===== config.mk =====
export PLATFORM = sky130hd
export DESIGN_NAME = vad_cmpsub
export DESIGN_NICKNAME = d
export VERILOG_FILES = /design/src/rtl/vad_cmpsub.sv
export SDC_FILE = /design/constraint.sdc
export NUM_CORES = 1
export LEC_CHECK = 0
export ABC_AREA = 0
export BUFFER_PORTS_ARGS = -buffer_cell sky130_fd_sc_hd__buf_2
export CORE_ASPECT_RATIO = 1.2
export CORE_MARGIN = 2
export CORE_UTILIZATION = 40
export DETAILED_ROUTE_END_ITERATION = 12
export PLACE_DENSITY_LB_ADDON = 0.08
export SLEW_MARGIN = 40
export SYNTH_ARGS = -nofsm -noshare
export SYNTH_HDL_FRONTEND = slang
export SYNTH_SLANG_ARGS = --single-unit

===== constraint.sdc =====
create_clock -name vclk -period 6.15
set_input_delay 0.615 -clock vclk [all_inputs]
set_output_delay 0.615 -clock vclk [all_outputs]
set_load 0.05 [all_outputs]

===== src/rtl/vad_cmpsub.sv =====
// Shared compare-and-subtract step used by the divider and the square root.
module vad_cmpsub #(
    parameter int WIDTH = 26
) (
    input  logic [WIDTH-1:0] a,
    input  logic [WIDTH-1:0] b,
    output logic             ge,
    output logic [WIDTH-1:0] diff
);
    logic [WIDTH:0] full;

    assign full = {1'b0, a} - {1'b0, b};
    assign ge   = ~full[WIDTH];
    assign diff = full[WIDTH-1:0];
endmodule


# Word level (Yosys, flattened, before mapping)
# Cells that the tools add are included.
# op_classes
bitwise	1
addsub	1
# op_table
cell	n
subtractor 26 x 26 -> 27 bit	1
NOT 1 bit	1
# word_totals
elab_cells	2
regBits	0
output_inout_bits	27

# Depth between registers and ports, before layout
# Gate-level depths: netlist of the first run.
# depth
depth_word	2
mapped_depth	11
ltp_nobuf	11

# Worst setup path before layout of the first run
# OpenSTA, ideal clock, no wires.
# synth_path
kind	in2out
startpoint	input port a[0]
endpoint	output port diff[22]
n_path_buf	0
cell_stages	11
slack_ns	2.538
t_arrival_ns	2.997
path_cell_list	inv_1 > ha_1 > inv_1 > fa_1 > a21oi_2 > o22ai_2 > o211ai_2 > a32o_2 > and4b_4 > o31ai_2 > xor2_1
# synth_via
elab_chain_cells	1
# synth_rtl
item	line_no	source
start: declaration	5	input logic [WIDTH-1:0] a,
subtractor 26 x 26 -> 27 bit	12	assign full = {1'b0, a} - {1'b0, b};
end: declaration	8	output logic [WIDTH-1:0] diff
# Every way passes these cells.

# Worst setup path in the final report of the first run
# layout_path
startpoint	input port a[0]
endpoint	output port ge
# layout_via
elab_chain_cells	2
# layout_rtl
item	line_no	source
subtractor 26 x 26 -> 27 bit	12	
NOT 1 bit	13	assign ge = ~full[WIDTH];
end: declaration	7	output logic ge,
# Every way passes these cells.

==> flow_summary.json, run 1 <==
{
  "sw_frac_of_total_pct": 70.30,
  "final-seq-area_um2": 0,
  "path_class": "input pin to output port",
  "drv_cap": 0,
  "wl_mm": 3.853,
  "hpwl_mm": 3.354,
  "areaGrowthSynthToFinish_pct": 26.91,
  "synthesis.nets": 306,
  "finalSetupTns_ps": 0,
  "antenna_found_initial": 0,
  "detailedPlace.worstSlack_ps": 2547,
  "power.density_mw_per_mm2": 182.9,
  "p_leak_nw": 1.037,
  "start_util_pct": 41.42,
  "worst_slew_pin_slew_ps": 526.7,
  "start_kind": "input pin",
  "critPathRequiredTime_ps": 5530,
  "layout_min_cycle_time_ps": 3597,
  "switching_power_uw": 243.6,
  "crit_arrival_ps": 2980,
  "grtUsageTotal_pct": 17.90,
  "grt_pass1_wl_mm": 6.437,
  "drc_errors": 0,
  "clockPowerShare_pct": 0,
  "drive_gt1_share_pct": 29.19,
  "synth_warnings": 0,
  "syn_inst": 227,
  "grt_start_max_net_pins": 10,
  "finalSetupViolCount": 0,
  "port_buffers": 79,
  "nClkBuffers": 0,
  "viasPerCell": 5.267,
  "die_h_um": 70.92,
  "finalMaxSlewViolations": 0,
  "hp-class": "input pin to output port",
  "clock.fmax_ghz": 0.2780,
  "grt_pass1_vias": 1612,
  "nets": 379,
  "endpoint": "ge",
  "intPower_uw": 102.9,
  "cts_resized": 0,
  "synth_area_per_cell_um2": 6.576,
  "netlist_area_mm2": 0.001493,
  "fillers": 407,
  "firstDrtPassIters": 5,
  "ir_drop_uv": 83.32,
  "p_comb_share_pct": 100.0,
  "min_period_over_period_pct": 58.49,
  "grt_remaining_overflow": 0,
  "end_kind": "output port",
  "synth_cell_types": 43,
  "relSlewSlack_pct": 64.59,
  "wl_per_cell_um": 11.43,
  "n_sequential_cell": 0,
  "core_mm2": 0.003603,
  "row_count": 24,
  "post_cts_buffers": 0,
  "gp_congestion": 0.8557,
  "hold_viol_final": 0,
  "critPathLaunch": "a[0]",
  "drtIter0Drc": 44,
  "rsz0062_at_grt": "no",
  "holdBufCountCts": 0,
  "diodes": 0,
  "ant_nets": 0,
  "ios": 79,
  "die_w_um": 59.77,
  "seq_area_frac_synth_pct": 0,
  "seqPwrFrac_pct": 0,
  "die_area_mm2": 0.004239,
  "dr_total_vias": 1775,
  "status": "finished clean",
  "layout_setup_ws_ps": 2553,
  "cp_max_fo": 4
}
==> layout make-up <==
class,count,area [µm²],area share [%]
well taps,39,48.80,2.576
inverters,35,131.4,6.935
multi-input cells,184,1319,69.62
repair buffers,79,395.4,20.87
==> worst min path at each step <==
| stage | from | end | slack, ps | cells past startpoint |
|---|---|---|---|---|
| global placement | b[0] | diff[0] | 1640 | 4 |
| CTS | b[0] | diff[0] | 1640 | 4 |
| detailed placement | b[0] | diff[0] | 1640 | 4 |
| global route | b[0] | diff[0] | 1680 | 4 |
| finish | b[0] | diff[0] | 1640 | 4 |
| floorplan | b[0] | diff[0] | 1510 | 2 |
==> stage by stage <==
stage / cells / total power, mW / hold WS, ps / cell area, µm² / util (%)
floorplan: 227 / 0.2732 / 1511 / 1493 / -
global placement: 337 / 0.3471 / 1636 / 1894 / 52.57
detailed placement: 337 / 0.3467 / 1641 / 1894 / 52.57
CTS: 337 / 0.3483 / 1641 / 1894 / 52.57
global route: 337 / 0.3726 / 1680 / 1894 / 52.57
finish: 337 / 0.3464 / 1638 / 1894 / 52.57
==> worst max-delay path, stage by stage <==
cell and delay, ps:
buf_2 90, inv_1 50, ha_1 160, inv_1 60
fa_1 410, a21oi_2 180, o22ai_2 120, o211ai_2 210
a32o_2 270, and4b_4 260, nor2_1 70, a221o_1 290
buf_2 210
==> Yosys cell counts (2+ instances only) <==
cell / n / area share, %
nand2b_1: 3 / 1.3
nor2_1: 13 / 3.3
a21o_1: 4 / 2.0
xor2_1: 11 / 6.5
o211ai_1: 4 / 2.0
inv_1: 35 / 8.8
a221o_1: 2 / 1.3
a21oi_1: 29 / 9.7
nor3_1: 4 / 1.3
clkbuf_1: 5 / 1.3
nand4_1: 5 / 2.1
o21bai_1: 2 / 1.0
o21ai_0: 18 / 6.0
xnor2_1: 11 / 6.5
o31ai_1: 3 / 1.5
nand3_1: 8 / 2.7
and3_1: 2 / 0.84
nand2_1: 14 / 3.5
ha_1: 26 / 22
nor2b_1: 5 / 2.1
==> layout by cell type, fill, tap and decap left out, types with 5 or more instances in the layout <==
cell type   n
buf_2      79
inv_1      35
a21oi_1    29
ha_1       26
o21ai_0    18
nand2_1    14
nor2_1     13
xnor2_1    11
xor2_1     11
nand3_1     8
nand4_1     5
nor2b_1     5
==> per-layer routing <==
| metal | global-route usage [%] | vias up | wire, µm |
|---|---|---|---|
| met5 | 0 | - | 0 |
| met4 | 2.469 | 0 | 31 |
| li1 | - | 945 | - |
| met2 | 32.13 | 50 | 1889 |
| met1 | 23.98 | 776 | 1764 |
| met3 | 0.1828 | 4 | 167 |
==> power by group through the flow <==
stage / logic [mW] / clock network (mW) / registers, mW
6_report: 0.346 / 0 / 0
5_1_grt: 0.373 / 0 / 0
4_1_cts: 0.348 / 0 / 0
3_5_place_dp: 0.347 / 0 / 0
3_3_place_gp: 0.347 / 0 / 0
2_1_floorplan: 0.273 / 0 / 0
==> kinds of logic (layout without fill, tap and decap cells) <==
group | count (synthesis) | count (layout) | share of synthesized area, %
fa+ha+maj | 27 | 27 | 23.13
xor+xnor | 22 | 22 | 12.91
buf+inv | 43 | 114 | 11.65
simple gates | 59 | 59 | 19.78
compound gates | 76 | 76 | 32.52
(Power assumes the default switching activity.)
==> run 2: changes to the inputs <==
Settings changed: ABC_AREA 0 to 1.
Clock period 6.15 ns to 3.69 ns, I/O delays scaled along.
==> flow_summary.json, run 2 <==
{
  "nClkBuffers": 0,
  "ant_nets": 0,
  "cp_slowest_cell": "fa_1",
  "power.density_mw_per_mm2": 246.5,
  "nets": 553,
  "cp_max_fo": 4,
  "gp_congestion": 0.8645,
  "synth.most_common_cell": "nand2_1",
  "yosys-top-cells-area": "nand2_1 28%, inv_1 17%, ha_1 16%",
  "finalSetupTns_ps": 0,
  "grt_pass1_wl_mm": 9.018,
  "grtUsageTotal_pct": 20.48,
  "areaGrowthSynthToFinish_pct": 23.80,
  "die_w_um": 68.18,
  "cts_resized": 0,
  "dr_total_vias": 2423,
  "grt_start_max_net_pins": 7,
  "wl_mm": 5.506,
  "start_util_pct": 40.89,
  "hp-class": "input pin to output port",
  "start_kind": "input pin",
  "cp_top_family": "simple AND/OR/NAND/NOR gates",
  "yosys.area.top_type": "nand2_1",
  "end_kind": "output port",
  "die_area_mm2": 0.005523,
  "drtIter0Drc": 82,
  "clock.fmax_ghz": 0.4069,
  "seq_area_frac_synth_pct": 0,
  "crit_buf_inv": 4,
  "fin_util_pct": 50.62,
  "min_period_over_period_pct": 66.60,
  "final_common_cell": "nand2_1",
  "netlist_area_mm2": 0.001977,
  "die_h_um": 81.01,
  "multi_input_area_mm2": 0.001613,
  "rsz0062_at_grt": "no",
  "p_leak_nw": 1.628,
  "n_sequential_cell": 0,
  "final_cell_mix": "145 x nand2_1, 90 x inv_1, 79 x buf_2, 26 x ha_1, 24 x nor2_1",
  "syn_inst": 393,
  "detailedPlace.worstSlack_ps": 1223,
  "final-seq-area_um2": 0,
  "ir_drop_uv": 211.4,
  "holdBufCountCts": 0,
  "finalSetupViolCount": 0,
  "grt_pass1_vias": 2204,
  "design_area_mm2": 0.002447,
  "diodes": 0,
  "path_cells": "buf_2 -> inv_1 -> ha_1 -> inv_1 -> fa_1 -> nand2_1 -> nand2_1 -> nand3b_1 -> nand2_2 -> nand2_1 -> nand2_1 -> nand2_1 -> nand3_1 -> nand2_1 -> buf_2",
  "wl_per_cell_um": 10.35,
  "drive_gt1_share_pct": 23.31,
  "synth_area_per_cell_um2": 5.030,
  "hpwl_mm": 5.025,
  "finalMaxSlewViolations": 0,
  "viasPerCell": 4.555,
  "layout_min_cycle_time_ps": 2458,
  "grt_remaining_overflow": 0,
  "critPathRequiredTime_ps": 3320,
  "core_mm2": 0.004835,
  "antenna_found_initial": 0,
  "crit_arrival_ps": 2090,
  "synthTopCellsByCount": "145 x nand2_1, 90 x inv_1, 26 x ha_1",
  "synth_top_area_share_pct": 27.53,
  "synth_warnings": 0,
  "fillers": 566,
  "layout_setup_ws_ps": 1232,
  "drc_errors": 0,
  "port_buffers": 79,
  "hold_viol_final": 0,
  "ios": 79,
  "synth_cell_types": 24,
  "firstDrtPassIters": 4,
  "worst_slew_pin_slew_ps": 261.4,
  "path_class": "input pin to output port",
  "row_count": 28,
  "relSlewSlack_pct": 82.39,
  "placed_area_mm2": 0.002447,
  "max_stage_delay_ps": 390,
  "drv_cap": 0,
  "post_cts_buffers": 0,
  "status": "finished clean",
  "synthesis.nets": 472,
  "cpMostUsedCell": "nand2_1"
}
## run 2: worst paths after layout
path,startpoint,end,slack (ps),cells after the start
worst max-delay path,a[0],diff[18],1230,15
worst min-delay path,b[0],diff[0],1150,4
## run 2: metrics by stage
step,hold slack (ps),std cells,power (mW)
3_5_place_dp,1151,532,0.6057
5_1_grt,1178,532,0.6592
6_report,1148,532,0.6032
3_3_place_gp,1144,532,0.6036
4_1_cts,1152,532,0.6086
2_1_floorplan,1019,393,0.4645
## run 2: final cells by class
type	instances	area share [%]
inverters	97	14.88
well taps	60	3.067
multi-input cells	296	65.90
repair buffers	79	16.16
## run 2: report_power, final
group | total, mW | switching (mW) | internal (mW)
registers | 0 | 0 | 0
clock network | 0 | 0 | 0
logic | 0.603 | 0.435 | 0.168
## run 2: cell families (layout without fill, tap and decap cells)
| group | count (synthesis) | in the layout | synth area share [%] |
|---|---|---|---|
| fa+ha+maj | 27 | 27 | 17.47 |
| xor+xnor | 13 | 13 | 5.760 |
| buf+inv | 97 | 176 | 18.42 |
| simple gates | 230 | 230 | 51.52 |
| compound gates | 26 | 26 | 6.836 |
## run 2: routing by layer
metal / up-vias / part of all wire (%) / routed length [µm] / GRT usage, %
met5: - / 0 / 0 / 0
met4: 0 / 1.4 / 79 / 2.600
met3: 4 / 5.4 / 300 / 0.5540
met2: 72 / 51 / 2803 / 40.78
met1: 1001 / 42 / 2323 / 24.13
li1: 1346 / - / - / -
==> run 3: changes to the inputs <==
Clock period 3.69 ns to 2 ns, I/O delays scaled along.
==> flow_summary.json, run 3 (same netlist as run 2, synthesis figures left out) <==
{
  "end_kind": "output port",
  "drive_gt1_share_pct": 35.17,
  "grt_pass1_wl_mm": 9.252,
  "die_h_um": 81.01,
  "layout_setup_ws_ps": 64.58,
  "grt_remaining_overflow": 0,
  "n_sequential_cell": 0,
  "hpwl_mm": 4.990,
  "nClkBuffers": 0,
  "core_mm2": 0.004835,
  "fin_util_pct": 59.27,
  "drc_errors": 0,
  "antenna_found_initial": 0,
  "wl_per_cell_um": 10.46,
  "p_leak_nw": 1.744,
  "gp_congestion": 0.8700,
  "grt_pass1_vias": 2303,
  "wl_mm": 5.745,
  "status": "finished clean",
  "diodes": 0,
  "start_util_pct": 40.89,
  "path_class": "input pin to output port",
  "die_area_mm2": 0.005523,
  "areaGrowthSynthToFinish_pct": 44.94,
  "grtUsageTotal_pct": 21.01,
  "viasPerCell": 4.570,
  "min_period_over_period_pct": 96.77,
  "nets": 570,
  "hold_viol_final": 0,
  "firstDrtPassIters": 4,
  "critPathRequiredTime_ps": 1800,
  "drv_cap": 0,
  "hold_path.startpoint": "b[0]",
  "grt_start_max_net_pins": 7,
  "critPathLaunch": "a[0]",
  "worst_slew_pin_slew_ps": 302.9,
  "hp-class": "input pin to output port",
  "ir_drop_uv": 330.0,
  "ant_nets": 0,
  "power.density_mw_per_mm2": 452.4,
  "final_cell_mix": "134 x nand2_1, 88 x inv_1, 61 x buf_2, 24 x buf_4, 22 x nand3_1",
  "start_kind": "input pin",
  "final_common_cell": "nand2_1",
  "finalSetupViolCount": 0,
  "cp_max_fo": 4,
  "min_to": "diff[0]",
  "drtIter0Drc": 69,
  "dr_total_vias": 2509,
  "min_path_cells": 4,
  "die_w_um": 68.18,
  "finalMaxSlewViolations": 0,
  "port_buffers": 79,
  "layout_min_cycle_time_ps": 1935,
  "ios": 79,
  "clock.fmax_ghz": 0.5167,
  "detailedPlace.worstSlack_ps": -142.5,
  "row_count": 28,
  "crit_arrival_ps": 1740,
  "rsz0062_at_grt": "yes",
  "relSlewSlack_pct": 79.59,
  "final-seq-area_um2": 0
}
[run 3: repair_timing]
action	CTS	global route
hold buffers	0	0
resized for setup	18	57
setup buffers	1	0
pin swaps	8	8
cloned	0	0
setup endpoints to repair	11	19
[run 3: metal layers]
layer	wire length (µm)	part of all wire, %	GRT usage [%]	vias up
li1	-	-	-	1376
met2	2880	50	40.87	66
met4	113	2.0	4.200	0
met5	0	0	0	-
met3	265	4.6	0.6925	8
met1	2485	43	24.87	1059
[run 3: where the power goes]
part	switching [mW]	leakage, nW	total [mW]	internal, mW
clock	0	0	0	0
sequential	0	0	0	0
combinational	0.855	1.74	1.30	0.442
total	0.855	1.74	1.30	0.442
[run 3: layout make-up]
cell class,count,area (µm²)
Fill cell,521,1969
Multi-Input combinational cell,296,1829
Timing Repair Buffer,96,594.3
Inverter,97,366.6
Tap cell,60,75.07
[run 3: critical path, stage by stage]
cell and delay [ps]:
buf_6 100, inv_4 50, ha_4 110, inv_2 30
fa_2 340, nand2_2 80, nand2_2 70, nand3b_1 100
nand2_2 100, nand2_2 100, nand2_4 60, nand2_2 70
nand2_2 60, nand2_1 60, nand2_1 50, buf_6 150
[run 3: how the worst max path moves through the flow]
| stage | endpoint | slack (ps) | cells past startpoint |
|---|---|---|---|
| after global placement | diff[12] | -100 | 12 |
| after detailed placement | diff[18] | -140 | 15 |
| after floorplan | diff[6] | -70 | 9 |
| after CTS | diff[14] | 4 | 12 |
| after global routing | diff[20] | -50 | 12 |
| final | diff[18] | 60 | 16 |
[run 3: per-stage QoR]
step | cell area [µm²] | power [mW] | setup TNS [ps] | std cells | hold WS [ps]
global placement | 2628 | 1.180 | -422.9 | 548 | 804.5
CTS | 2690 | 1.216 | 0 | 549 | 839.6
floorplan | 2037 | 0.8847 | -65.70 | 393 | 681.4
finish | 2865 | 1.296 | 0 | 549 | 858.7
global route | 2865 | 1.408 | -113.3 | 549 | 880.7
detailed placement | 2628 | 1.183 | -795.7 | 548 | 807.2
